## src/hw/rtl/touch_pad_detector_defines.svh

```systemverilog
// assertion helpers for the touch pad detector top module
`ifndef TOUCH_PAD_DETECTOR_DEFINES_SVH
`define TOUCH_PAD_DETECTOR_DEFINES_SVH

// same-cycle implication, checked out of reset
`define TPD_ASSERT_IMPL(lbl, ante, cons, msg) \
	lbl: assert property (@(posedge clk) disable iff (!arst_n) (ante) |-> (cons)) \
		else $error(msg);

// next-cycle implication, checked out of reset
`define TPD_ASSERT_NEXT(lbl, ante, cons, msg) \
	lbl: assert property (@(posedge clk) disable iff (!arst_n) (ante) |=> (cons)) \
		else $error(msg);

`endif

```

## src/hw/rtl/tpd_pkg.sv

```systemverilog
package tpd_pkg;

	localparam int SAMPLE_W = 16;

	// scan lengths and hold-off reload
	localparam logic [2:0] SCAN_SHORT  = 3'd3;
	localparam logic [2:0] SCAN_LONG   = 3'd6;
	localparam logic [1:0] HOLDOFF_SET = 2'd3;

	// configuration register indexes
	localparam logic REG_GATE   = 1'b0;
	localparam logic REG_REPEAT = 1'b1;

	localparam logic [SAMPLE_W-1:0] GATE_RESET = 16'd100;

	// what one cell shows its neighbors
	typedef struct packed {
		logic [SAMPLE_W-1:0] val;
		logic                valid;
		logic                gt;
	} tpd_link_t;

	// chain control
	typedef struct packed {
		logic insert;
		logic drain;
	} tpd_ctl_t;

	// averaging unit status
	typedef struct packed {
		logic drain;
		logic done;
	} tpd_avg_st_t;

endpackage

```

## src/hw/rtl/touch_pad_detector.sv

```systemverilog
// channel   direction  handshake            payload
// in        input      in_valid / in_stall   sample[15:0]
// out       output     out_valid / out_stall pressed, peak[15:0], baseline[15:0]
// cfg       input      cfg_we (no wait)      cfg_index[0], cfg_data[15:0]
//
// calibration samples are taken one a cycle, each insertion into the sorted cell chain
// after the last calibration item the chain drains into the averaging unit, which
//   accumulates the middle of the drained values, multiplies by the reciprocal and then
//   loads the baseline, with in_stall held high
// afterward one item per cycle while in_stall is low; a scan result shows on the out port
//   the cycle after the item that closes the scan
// in the run phase in_stall rises only when the next item would close a scan while an older result is stalled
// arst_n clears all control state; the chain contents need no reset
module touch_pad_detector #(
	parameter int CAL_SAMPLES    = 10,
	parameter int TRIM_EACH_SIDE = 2
) (
	input  logic                          clk,
	input  logic                          arst_n,
	// sample channel
	input  logic                          in_valid,
	output logic                          in_stall,
	input  logic [tpd_pkg::SAMPLE_W-1:0]  sample,
	// result channel
	output logic                          out_valid,
	input  logic                          out_stall,
	output logic                          pressed,
	output logic [tpd_pkg::SAMPLE_W-1:0]  peak,
	output logic [tpd_pkg::SAMPLE_W-1:0]  baseline,
	// register writes
	input  logic                          cfg_we,
	input  logic                          cfg_index,
	input  logic [tpd_pkg::SAMPLE_W-1:0]  cfg_data
);
	import tpd_pkg::*;
	`include "touch_pad_detector_defines.svh"

	localparam int CNT_W = $clog2(CAL_SAMPLES + 1);
	localparam logic [CNT_W-1:0] CAL_LAST = CNT_W'(CAL_SAMPLES - 1);

	typedef enum logic [2:0] {
		PH_CAL = 3'b001,
		PH_AVG = 3'b010,
		PH_RUN = 3'b100
	} phase_t;

	// configuration registers
	logic [SAMPLE_W-1:0] gate_q;
	logic                repeat_q;

	// control state
	phase_t              phase_q;
	logic [CNT_W-1:0]    cal_count_q;
	logic [2:0]          scan_count_q;
	logic [1:0]          holdoff_q;
	logic                out_valid_q;

	// data state
	logic [SAMPLE_W-1:0] baseline_q;
	logic [SAMPLE_W-1:0] run_peak_q;
	logic                pressed_q;
	logic [SAMPLE_W-1:0] peak_out_q;

	// chain wiring
	tpd_link_t           link [CAL_SAMPLES];
	tpd_link_t           seed;
	tpd_ctl_t            ctl;
	tpd_avg_st_t         avg_st;
	logic [SAMPLE_W-1:0] avg_val;

	// scan datapath
	logic                in_acc;
	logic [2:0]          scan_len;
	logic [2:0]          cnt_next;
	logic                emit_c;
	logic [1:0]          ho_start;
	logic [1:0]          ho_after;
	logic [SAMPLE_W-1:0] new_peak;
	logic [SAMPLE_W:0]   limit;
	logic                detect;

	// register writes, to be issued only while the block is idle; the block does not enforce this
	always_ff @(posedge clk or negedge arst_n) begin
		if (!arst_n) begin
			gate_q   <= GATE_RESET;
			repeat_q <= 1'b0;
		end else if (cfg_we) begin
			unique case (cfg_index)
				REG_GATE:   gate_q   <= cfg_data;
				REG_REPEAT: repeat_q <= cfg_data[0];
				default:    gate_q   <= gate_q;
			endcase
		end
	end

	// the scan closes when its count reaches or passes the length chosen by the current mode
	assign scan_len = repeat_q ? SCAN_LONG : SCAN_SHORT;
	assign cnt_next = scan_count_q + 3'd1;
	assign emit_c   = (phase_q == PH_RUN) && (cnt_next >= scan_len);

	// hold back only the phases or items that cannot be absorbed now
	assign in_stall = (phase_q == PH_AVG) || (emit_c && out_valid_q && out_stall);
	assign in_acc   = in_valid && !in_stall;

	// repeat mode opens every scan with a clear hold-off
	assign ho_start = (scan_count_q == 3'd0 && repeat_q) ? 2'd0 : holdoff_q;
	assign new_peak = (sample > run_peak_q) ? sample : run_peak_q;

	// full-width compare so baseline plus gate cannot wrap
	assign limit  = {1'b0, baseline_q} + {1'b0, gate_q};
	assign detect = ({1'b0, new_peak} > limit);

	// a detection reloads the hold-off, then every closed scan counts it down
	always_comb begin
		if (detect) begin
			ho_after = HOLDOFF_SET - 2'd1;
		end else if (ho_start != 2'd0) begin
			ho_after = ho_start - 2'd1;
		end else begin
			ho_after = 2'd0;
		end
	end

	// sorted insertion chain, smallest value in cell 0
	assign seed = '{val: sample, valid: 1'b1, gt: 1'b0};
	assign ctl  = '{insert: in_acc && (phase_q == PH_CAL), drain: avg_st.drain};

	for (genvar i = 0; i < CAL_SAMPLES; i++) begin : g_cell
		tpd_link_t           prev_l;
		logic [SAMPLE_W-1:0] next_v;

		if (i == 0) begin : g_first
			assign prev_l = seed;
		end else begin : g_mid
			assign prev_l = link[i-1];
		end

		if (i == CAL_SAMPLES - 1) begin : g_last
			assign next_v = '0;
		end else begin : g_inner
			assign next_v = link[i+1].val;
		end

		tpd_cell u_cell (
			.clk      (clk),
			.arst_n   (arst_n),
			.ctl      (ctl),
			.sample   (sample),
			.prev     (prev_l),
			.next_val (next_v),
			.link     (link[i])
		);
	end

	// trimmed mean of the drained chain
	tpd_avg #(
		.CAL_SAMPLES    (CAL_SAMPLES),
		.TRIM_EACH_SIDE (TRIM_EACH_SIDE)
	) u_avg (
		.clk    (clk),
		.arst_n (arst_n),
		.start  (ctl.insert && (cal_count_q == CAL_LAST)),
		.head   (link[0].val),
		.st     (avg_st),
		.avg    (avg_val)
	);

	// phase sequencing and scan control
	always_ff @(posedge clk or negedge arst_n) begin
		if (!arst_n) begin
			phase_q      <= PH_CAL;
			cal_count_q  <= '0;
			scan_count_q <= 3'd0;
			holdoff_q    <= 2'd0;
			run_peak_q   <= '0;
			baseline_q   <= '0;
		end else begin
			unique case (phase_q)
				PH_CAL: begin
					if (in_acc) begin
						cal_count_q <= cal_count_q + 1'b1;
						if (cal_count_q == CAL_LAST) begin
							phase_q <= PH_AVG;
						end
					end
				end
				PH_AVG: begin
					if (avg_st.done) begin
						phase_q    <= PH_RUN;
						baseline_q <= avg_val;
					end
				end
				PH_RUN: begin
					if (in_acc) begin
						if (emit_c) begin
							holdoff_q    <= ho_after;
							scan_count_q <= 3'd0;
							run_peak_q   <= '0;
						end else begin
							holdoff_q    <= ho_start;
							scan_count_q <= cnt_next;
							run_peak_q   <= new_peak;
						end
					end
				end
				default: begin
					phase_q <= PH_CAL;
				end
			endcase
		end
	end

	// result valid: set by a closing item, cleared once the result is taken
	always_ff @(posedge clk or negedge arst_n) begin
		if (!arst_n) begin
			out_valid_q <= 1'b0;
		end else if (in_acc && emit_c) begin
			out_valid_q <= 1'b1;
		end else if (out_valid_q && !out_stall) begin
			out_valid_q <= 1'b0;
		end
	end

	// result register
	always_ff @(posedge clk) begin
		if (in_acc && emit_c) begin
			pressed_q  <= detect && (ho_start == 2'd0);
			peak_out_q <= new_peak;
		end
	end

	assign out_valid = out_valid_q;
	assign pressed   = pressed_q;
	assign peak      = peak_out_q;
	assign baseline  = baseline_q;

	`TPD_ASSERT_IMPL(a_no_result_in_cal, phase_q != PH_RUN, !out_valid_q, "result before calibration done")
	`TPD_ASSERT_IMPL(a_scan_bound, in_valid || !in_valid, scan_count_q < SCAN_LONG, "scan count out of range")
	`TPD_ASSERT_IMPL(a_holdoff_bound, in_valid || !in_valid, holdoff_q != HOLDOFF_SET, "hold-off left at reload value")
	`TPD_ASSERT_NEXT(a_emit_shows, in_acc && emit_c, out_valid_q, "closed scan gave no result")
	`TPD_ASSERT_NEXT(a_avg_to_run, avg_st.done, phase_q == PH_RUN, "baseline done but not running")

endmodule

```

## src/hw/rtl/tpd_cell.sv

```systemverilog
module tpd_cell (
	input  logic                          clk,
	input  logic                          arst_n,
	input  tpd_pkg::tpd_ctl_t             ctl,
	input  logic [tpd_pkg::SAMPLE_W-1:0]  sample,
	input  tpd_pkg::tpd_link_t            prev,
	input  logic [tpd_pkg::SAMPLE_W-1:0]  next_val,
	output tpd_pkg::tpd_link_t            link
);
	import tpd_pkg::*;

	logic [SAMPLE_W-1:0] val_q;
	logic                valid_q;
	logic                gt;

	// empty cells count as larger than anything
	assign gt = !valid_q || (val_q > sample);

	always_ff @(posedge clk or negedge arst_n) begin
		if (!arst_n) begin
			valid_q <= 1'b0;
		end else if (ctl.insert) begin
			valid_q <= prev.valid;
		end
	end

	always_ff @(posedge clk) begin
		if (ctl.insert) begin
			if (prev.gt) begin
				val_q <= prev.val;
			end else if (gt) begin
				val_q <= sample;
			end
		end else if (ctl.drain) begin
			val_q <= next_val;
		end
	end

	assign link = '{val: val_q, valid: valid_q, gt: gt};

endmodule

```

## src/hw/rtl/tpd_avg.sv

```systemverilog
module tpd_avg #(
	parameter int CAL_SAMPLES    = 10,
	parameter int TRIM_EACH_SIDE = 2
) (
	input  logic                          clk,
	input  logic                          arst_n,
	input  logic                          start,
	input  logic [tpd_pkg::SAMPLE_W-1:0]  head,
	output tpd_pkg::tpd_avg_st_t          st,
	output logic [tpd_pkg::SAMPLE_W-1:0]  avg
);
	import tpd_pkg::*;

	localparam int TRIM_EFF = (2 * TRIM_EACH_SIDE >= CAL_SAMPLES) ?
		(CAL_SAMPLES - 1) / 2 : TRIM_EACH_SIDE;
	localparam int CNT     = CAL_SAMPLES - 2 * TRIM_EFF;
	localparam int SUM_W   = SAMPLE_W + $clog2(CAL_SAMPLES);
	localparam int IDX_W   = $clog2(CAL_SAMPLES);
	localparam int SHIFT   = SUM_W + $clog2(CNT);
	localparam int RECIP_W = SUM_W + 1;
	localparam int PROD_W  = SUM_W + RECIP_W;

	// rounded-up reciprocal of the count, exact for any sum below 2**SUM_W
	localparam longint RECIP_L = ((longint'(1) << SHIFT) + longint'(CNT) - 1) /
		longint'(CNT);

	localparam logic [IDX_W-1:0]   IDX_LO   = IDX_W'(TRIM_EFF);
	localparam logic [IDX_W-1:0]   IDX_HI   = IDX_W'(CAL_SAMPLES - 1 - TRIM_EFF);
	localparam logic [IDX_W-1:0]   IDX_LAST = IDX_W'(CAL_SAMPLES - 1);
	localparam logic [RECIP_W-1:0] RECIP    = RECIP_W'(RECIP_L);

	typedef enum logic [2:0] {
		A_IDLE  = 3'b001,
		A_DRAIN = 3'b010,
		A_DIV   = 3'b100
	} avg_state_t;

	avg_state_t        state_q;
	logic [IDX_W-1:0]  idx_q;
	logic [SUM_W-1:0]  num_q;
	logic              done_q;
	logic              in_window;
	logic [SUM_W-1:0]  acc_next;
	logic [PROD_W-1:0] prod;

	assign in_window = (idx_q >= IDX_LO) && (idx_q <= IDX_HI);
	assign acc_next  = num_q + (in_window ? SUM_W'(head) : '0);

	// divide by the constant count as a multiply by its reciprocal
	assign prod = PROD_W'(num_q) * PROD_W'(RECIP);

	always_ff @(posedge clk or negedge arst_n) begin
		if (!arst_n) begin
			state_q <= A_IDLE;
			idx_q   <= '0;
			done_q  <= 1'b0;
		end else begin
			done_q <= 1'b0;
			unique case (state_q)
				A_IDLE: begin
					if (start) begin
						state_q <= A_DRAIN;
						idx_q   <= '0;
					end
				end
				A_DRAIN: begin
					idx_q <= idx_q + 1'b1;
					if (idx_q == IDX_LAST) begin
						state_q <= A_DIV;
					end
				end
				A_DIV: begin
					state_q <= A_IDLE;
					done_q  <= 1'b1;
				end
				default: begin
					state_q <= A_IDLE;
				end
			endcase
		end
	end

	always_ff @(posedge clk) begin
		if (state_q == A_IDLE && start) begin
			num_q <= '0;
		end else if (state_q == A_DRAIN) begin
			num_q <= acc_next;
		end else if (state_q == A_DIV) begin
			num_q <= SUM_W'(prod >> SHIFT);
		end
	end

	assign st  = '{drain: (state_q == A_DRAIN), done: done_q};
	assign avg = num_q[SAMPLE_W-1:0];

endmodule

```

## config.mk

```make
export PLATFORM = sky130hd
export DESIGN_NAME = touch_pad_detector
export DESIGN_NICKNAME = d
export VERILOG_FILES = /design/src/hw/rtl/tpd_pkg.sv /design/src/hw/rtl/touch_pad_detector.sv /design/src/hw/rtl/tpd_cell.sv /design/src/hw/rtl/tpd_avg.sv
export VERILOG_INCLUDE_DIRS = /design/src /design/src/hw/rtl
export SDC_FILE = /design/constraint.sdc
export NUM_CORES = 1
export LEC_CHECK = 0
export BUFFER_PORTS_ARGS = -buffer_cell sky130_fd_sc_hd__buf_2
export CAP_MARGIN = 40
export CORE_MARGIN = 2
export CORE_UTILIZATION = 40
export CTS_BUF_LIST = sky130_fd_sc_hd__clkbuf_4 sky130_fd_sc_hd__clkbuf_8
export DETAILED_ROUTE_END_ITERATION = 10
export GPL_TIMING_DRIVEN = 0
export PLACE_DENSITY = 0.56
export SYNTH_ARGS = -nofsm -noshare
export SYNTH_HDL_FRONTEND = slang
export SYNTH_SLANG_ARGS = --single-unit
export TNS_END_PERCENT = 10
```

## constraint.sdc

```tcl
create_clock -name clk -period 5.9 [get_ports clk]
set_input_delay 1.18 -clock clk [delete_from_list [all_inputs] [get_ports clk]]
set_output_delay 1.18 -clock clk [all_outputs]
set_load 0.01 [all_outputs]
```

# After elaboration in Yosys (flattened, before gate mapping)
# Index checks and enable logic that the tools add are counted.
[totals] out_inout_bits=35 in_bits=38 word_cells=204 reg_bits=277
[op_classes] addsub=6 mul=1 reduce_logical=60 order_cmp=15 n_mux=62 n_bitwise=2 n_eq_ne=23
[ops] op="$mux 16" n=42
[ops] op="$gt 16x16->1" n=11
[ops] op="$mul 20x20->40 const B" n=1
[ops] op="$mux 20" n=2
[ops] op="$reduce_and 2->1" n=17
[ops] op="$ne 3x1->1 const B" n=9
[ops] op="$mux 3" n=7
[ops] op="$add 20x20->20" n=1
[ops] op="$add 16x16->17" n=1
[ops] op="$gt 16x17->1" n=1
[ops] op="$logic_and 1x1->1" n=12
[ops] op="$logic_not 1->1" n=12
[ops] op="$logic_or 1x1->1" n=11
[ops] op="$ne 2x1->1 const B" n=5
[ops] op="$reduce_bool 2->1" n=5
[ops] op="$pmux 3 s3" n=1
[ops] op="$add 4x1->4 const B" n=2
[ops] op="$eq 4x4->1 const B" n=2
[ops] op="$mux 2" n=4
[ops] op="$pmux 4 s2" n=1
[ops] op="$eq 3x1->1 const B" n=2
[ops] op="$eq 3x2->1 const B" n=2
[ops] op="$eq 3x3->1 const B" n=2
[ops] op="$pmux 3 s2" n=1
[ops] op="12 further kinds" n=15

# Logic depth before layout (Yosys ltp)
[logic_depth] ltp_word=12 ltp_mapped=24 ltp_nobuf=24

# Modules after synthesis
# Synthesis repeated with hierarchy kept, for this count alone.
[unflattened] cells_unflattened=2760 area_unflattened_um2=26973.4
[modules_own_cells] mod="tpd_avg" area_per_inst_um2=9271.4 seq_area_each_um2=601.8 cells_per_inst=1003 instances=1
[modules_own_cells] mod="tpd_cell at g_cell[3].u_cell ..." area_per_inst_um2=1305.0 seq_area_each_um2=505.5 cells_per_inst=133 instances=7
[modules_own_cells] mod="touch_pad_detector" area_per_inst_um2=4693.3 seq_area_each_um2=2067.0 cells_per_inst=427 instances=1
[modules_own_cells] mod="tpd_cell at g_cell[0].u_cell ..." area_per_inst_um2=1291.2 seq_area_each_um2=505.5 cells_per_inst=133 instances=3

# Least setup slack after synthesis
# No wires, ideal clock.
[synth_timing] kind="register to register" startpoint="register u_avg.num_q[9]" endpoint="register u_avg.num_q[15]" arrival_ns=5.862 synth_period_minus_slack_ns=5.980 slack_ns=-0.080 path_buffers=0 setup_time_ns=0.118 path_stages_with_launch=23 required_time_ns=5.782 cell_sequence="dfxtp_1 -> ha_1 -> ha_1 -> inv_1 -> fa_1 -> fa_1 -> inv_1 -> fa_1 -> fa_1 -> inv_1 -> fa_1 -> inv_1 -> ha_1 -> o21a_1 -> o21ai_0 -> nor3_1 -> a221o_1 -> o2111ai_2 -> a21oi_1 -> o32a_1 -> a32oi_2 -> nor4b_4 -> nor3_2"
[synth_between] elab_chain_len=3 elab_cells_between_ends=4 cone_classes="add/sub: 1; mul: 1; mux: 2"
[synth_lines] item="start: declaration" line="tpd_avg.sv:40" source="logic [SUM_W-1:0] num_q;"
[synth_lines] item="start signal: assignment" line="tpd_avg.sv:87" source="num_q <= acc_next;"
[synth_lines] item="start signal: assignment" line="tpd_avg.sv:89" source="num_q <= SUM_W'(prod >> SHIFT);"
[synth_lines] item="$mul 20x20->40" line="tpd_avg.sv:50" source="assign prod = PROD_W'(num_q) * PROD_W'(RECIP);"
[synth_lines] item="$mux 20" line="tpd_avg.sv:88" source="end else if (state_q == A_DIV) begin"
[synth_lines] item="$mux 20 (*)" line="tpd_avg.sv:86" source="end else if (state_q == A_DRAIN) begin"
# Every way passes the cells marked *; elsewhere a longest branch is shown, timed or not. The select of a mux whose other input is x is not followed.
# A chain may end at the register's enable or synchronous reset.

# Worst setup path in the final report
[layout_timing] startpoint="register u_avg.num_q[4]" endpoint="register u_avg.num_q[15]"
# Same word-level chain as after synthesis.

==> flow_metrics.tcl <==
set metrics [dict create \
    crit_chain "buf_4, ha_1, xor2_1, ha_1, inv_1, fa_1, inv_1, fa_1, fa_1, fa_1, ha_1, ha_4, o21ai_1, nor3_1, a221o_1, o2111ai_2, a21oi_2, o32a_1, a32oi_2, nor4b_4, nor3_2" \
    num_antenna_cells 0 \
    whs_ns 0.494 \
    tritoncts "built" \
    maxCapViolCount 0 \
    layout-drive-gt1-share_pct 13.5 \
    hpwlAfterDp_mm 66.8 \
    ctsHtreeMaxLevel 2 \
    first_pass_iters 5 \
    ys_ff_latch 277 \
    slew_headroom_pct 39.1 \
    async_flop_share_pct 28.9 \
    path_class "reg2reg" \
    slowest_stage "fa_1" \
    reg2reg_from "u_avg.num_q[4]" \
    status "finished, violations left" \
    first_iter_violations 1965 \
    rows 93 \
    grt_pass1_wl_mm 130 \
    root_buffer "clkbuf_8" \
    drc 0 \
    period_share_pct 104 \
    pin_count 73 \
    yosysWarningCount 0 \
    grt_setup_unrepaired "true" \
    cts_sinks 277 \
    dieHeight_um 258 \
    worstSkewPairLatency_ns 0.63 \
    dpl_worst_slack_ns -1.09 \
    utilization_pct 46.2 \
    gp_congestion 0.913 \
    grt.total_usage_pct 25.4 \
    synth_area_sq_mm 0.0258 \
    yosysSeqAreaShare_pct 30.0 \
    viasPerCell 5.72 \
    fmax_mhz 163 \
    highest_layer "met4" \
    cts_buffer_depth 3 \
    setup_viol 13 \
    slowest_delay_ns 0.52 \
    skew_ns 0.0247 \
    antenna_left 0 \
    layout_min_cycle_time_ns 6.13 \
    finalHoldViolCount 0 \
    crit_top_cell "fa_1" \
    crit_arrival_ns 6.62 \
    drv_slew 0 \
    start_util_pct 40.2 \
    end_kind "flip-flop" \
    core_sq_mm 0.0641 \
    routed_wl_mm 84.5 \
    ys_dominant_reg_cell "edfxtp_1" \
    syn2layout_area_growth_pct 15.0 \
    hold_path.class "reg2reg" \
    dr_wl_met3_mm 5.89 \
    critPathLaunchType "flip-flop" \
    final_net_count 3405 \
    cp.buffers_inverters 3 \
    cp-startpoint "u_avg.num_q[4]" \
    overflow 0 \
    grt_max_degree 43 \
    hp-start "cal_count_q[3]" \
    max_slew.worst_pin.slew_ns 0.912 \
    vias 21200 \
    die_w_um 258 \
    antenna_found_initial 0 \
    synth.avg_cell_area_sq_um 9.91 \
    syn_nets 3196 \
    syn_inst 2601 \
    violations "setup timing" \
    fp.dieArea_sq_mm 0.0665 \
    portBuffers 72 \
    setup_ws_ns -0.226 \
    crit_family "adder cells" \
    wl_per_cell_um 22.8 \
    clk_pin_slew_ns 0.06 \
    required_ns 6.40 \
    met1_length_mm 37.4 \
    cts_buffers 48 \
    cp_max_fo 4 \
    synth-edff-count 177 \
    grt_pass1_vias 21700 \
    route.met2.wl_mm 37.9 \
    ys_types 79 \
]
cell usage after synthesis, drive strengths merged (4+ instances only):
| library cell | count | area share (%) |
|---|---|---|
| a2111oi | 7 | 0.25 |
| a211oi | 9 | 0.26 |
| a21o | 57 | 1.7 |
| a21oi | 101 | 2.0 |
| a221oi | 18 | 0.61 |
| a22o | 18 | 0.61 |
| a31oi | 9 | 0.22 |
| a41oi | 4 | 0.14 |
| and2 | 24 | 0.58 |
| and3 | 10 | 0.24 |
| buf | 11 | 0.26 |
| clkbuf | 85 | 1.2 |
| dfrtp | 75 | 7.3 |
| dfstp | 5 | 0.51 |
| dfxtp | 20 | 1.6 |
| edfxtp | 177 | 21 |
| fa | 137 | 11 |
| ha | 420 | 20 |
| inv | 297 | 4.3 |
| mux2 | 34 | 1.5 |
| mux2i | 128 | 5.0 |
| nand2 | 236 | 3.4 |
| nand2b | 16 | 0.39 |
| nand3 | 25 | 0.49 |
| nand3b | 6 | 0.17 |
| nand4 | 60 | 1.5 |
| nor2 | 104 | 1.6 |
| nor2b | 26 | 0.63 |
| nor3 | 47 | 0.95 |
| nor4 | 6 | 0.15 |
| o211ai | 24 | 0.70 |
| o21a | 42 | 1.2 |
| o21ai | 224 | 4.4 |
| o21bai | 13 | 0.38 |
| o221ai | 8 | 0.30 |
| o22ai | 6 | 0.15 |
| o31ai | 4 | 0.14 |
| or2 | 7 | 0.17 |
| or3 | 9 | 0.22 |
| xnor2 | 37 | 1.3 |
| xor2 | 15 | 0.51 |
flip-flops by register name (all words and copies together), names as in the netlist, 2 cells and up:
register	flops
g_cell.u_cell.val_q	160
u_avg.num_q	20
baseline	16
gate_q	16
peak	16
run_peak_q	16
g_cell.u_cell.valid_q	10
cal_count_q	4
u_avg.idx_q	4
phase_q	3
scan_count_q	3
u_avg.state_q	3
holdoff_q	2
layer usage:
layer  global-route usage (%)  up-vias
li1                         -     9734
met1                     34.9    10500
met2                     40.3      789
met3                     4.24      164
met4                     9.10        0
met5                        0        -
placed cells by master, fill, tap and decap left out, types with 25 or more instances in the layout:
master,Yosys,final
inv_1,297,292
o21ai_0,214,211
ha_1,420,395
xnor2_1,37,34
buf_4,5,58
dfrtp_1,75,75
nor3_1,45,43
nor2_1,99,99
mux2_2,34,34
nand4_1,60,60
buf_2,6,78
nand2_1,236,235
o21a_1,42,42
clkbuf_1,85,84
a21o_1,57,57
clkbuf_8,0,52
mux2i_1,128,128
edfxtp_1,177,177
fa_1,137,135
a21oi_1,100,91
nor2b_1,26,25
worst reg2reg max path, stage by stage (launching register included):
cell	delay, ns
dfxtp_4	0.37
buf_4	0.16
ha_1	0.22
xor2_1	0.22
ha_1	0.31
inv_1	0.05
fa_1	0.52
inv_1	0.06
fa_1	0.52
fa_1	0.52
fa_1	0.49
ha_1	0.37
ha_4	0.29
o21ai_1	0.09
nor3_1	0.06
a221o_1	0.38
o2111ai_2	0.28
a21oi_2	0.11
o32a_1	0.39
a32oi_2	0.30
nor4b_4	0.26
nor3_2	0.05
cell families (layout without fill, tap and decap cells):
kind of cell	count (synthesis)	in the layout	share of synthesized area (%)
flip-flops	277	277	30.0
adder cells (fa/ha/maj)	557	557	31.0
XOR/XNOR	52	52	1.77
AO/OA/AOI/OAI	573	573	14.0
multiplexers	162	162	6.46
buffers and inverters	394	642	5.84
AND/OR/NAND/NOR	586	586	10.9
layout make-up:
type                       count  area [sq um]
fill                        6079         34500
timing repair buffer         159          1290
inverter                     298          1120
clock buffer                  67           828
buffer                        96           388
sequential                   277          7780
clock inverter                22           146
multi-input combinational   1930         17000
tap                          855          1070
final timing paths:
check	to	slack [ns]	cells after the start
worst max-delay path	u_avg.num_q[15]	-0.23	21
worst min-delay path	cal_count_q[3]	0.49	1
worst max register to register	u_avg.num_q[15]	-0.23	21
worst min register to register	cal_count_q[3]	0.49	1
max in group asynchronous	phase_q[0]	4.73	2
min in group asynchronous	gate_q[0]	0.53	1
through the flow:
step,TNS [ns],area (sq um),std cells
after floorplan,0,25800,2601
after global placement,-14.16,27200,3528
after detailed placement,-14.84,27800,3566
after CTS,-0.887,29500,3700
after global routing,-4.97,29600,3704
final,-1.88,29600,3704
what timing repair did:
action                     CTS  global route
pin swaps                   29            27
gates resized for setup     81            19
hold buffers                 0             0
setup buffers               45             3
setup endpoints to repair   18            19
Power is not shown: default switching activity piles up to over one toggle a cycle in this logic, so the estimate is an artifact.
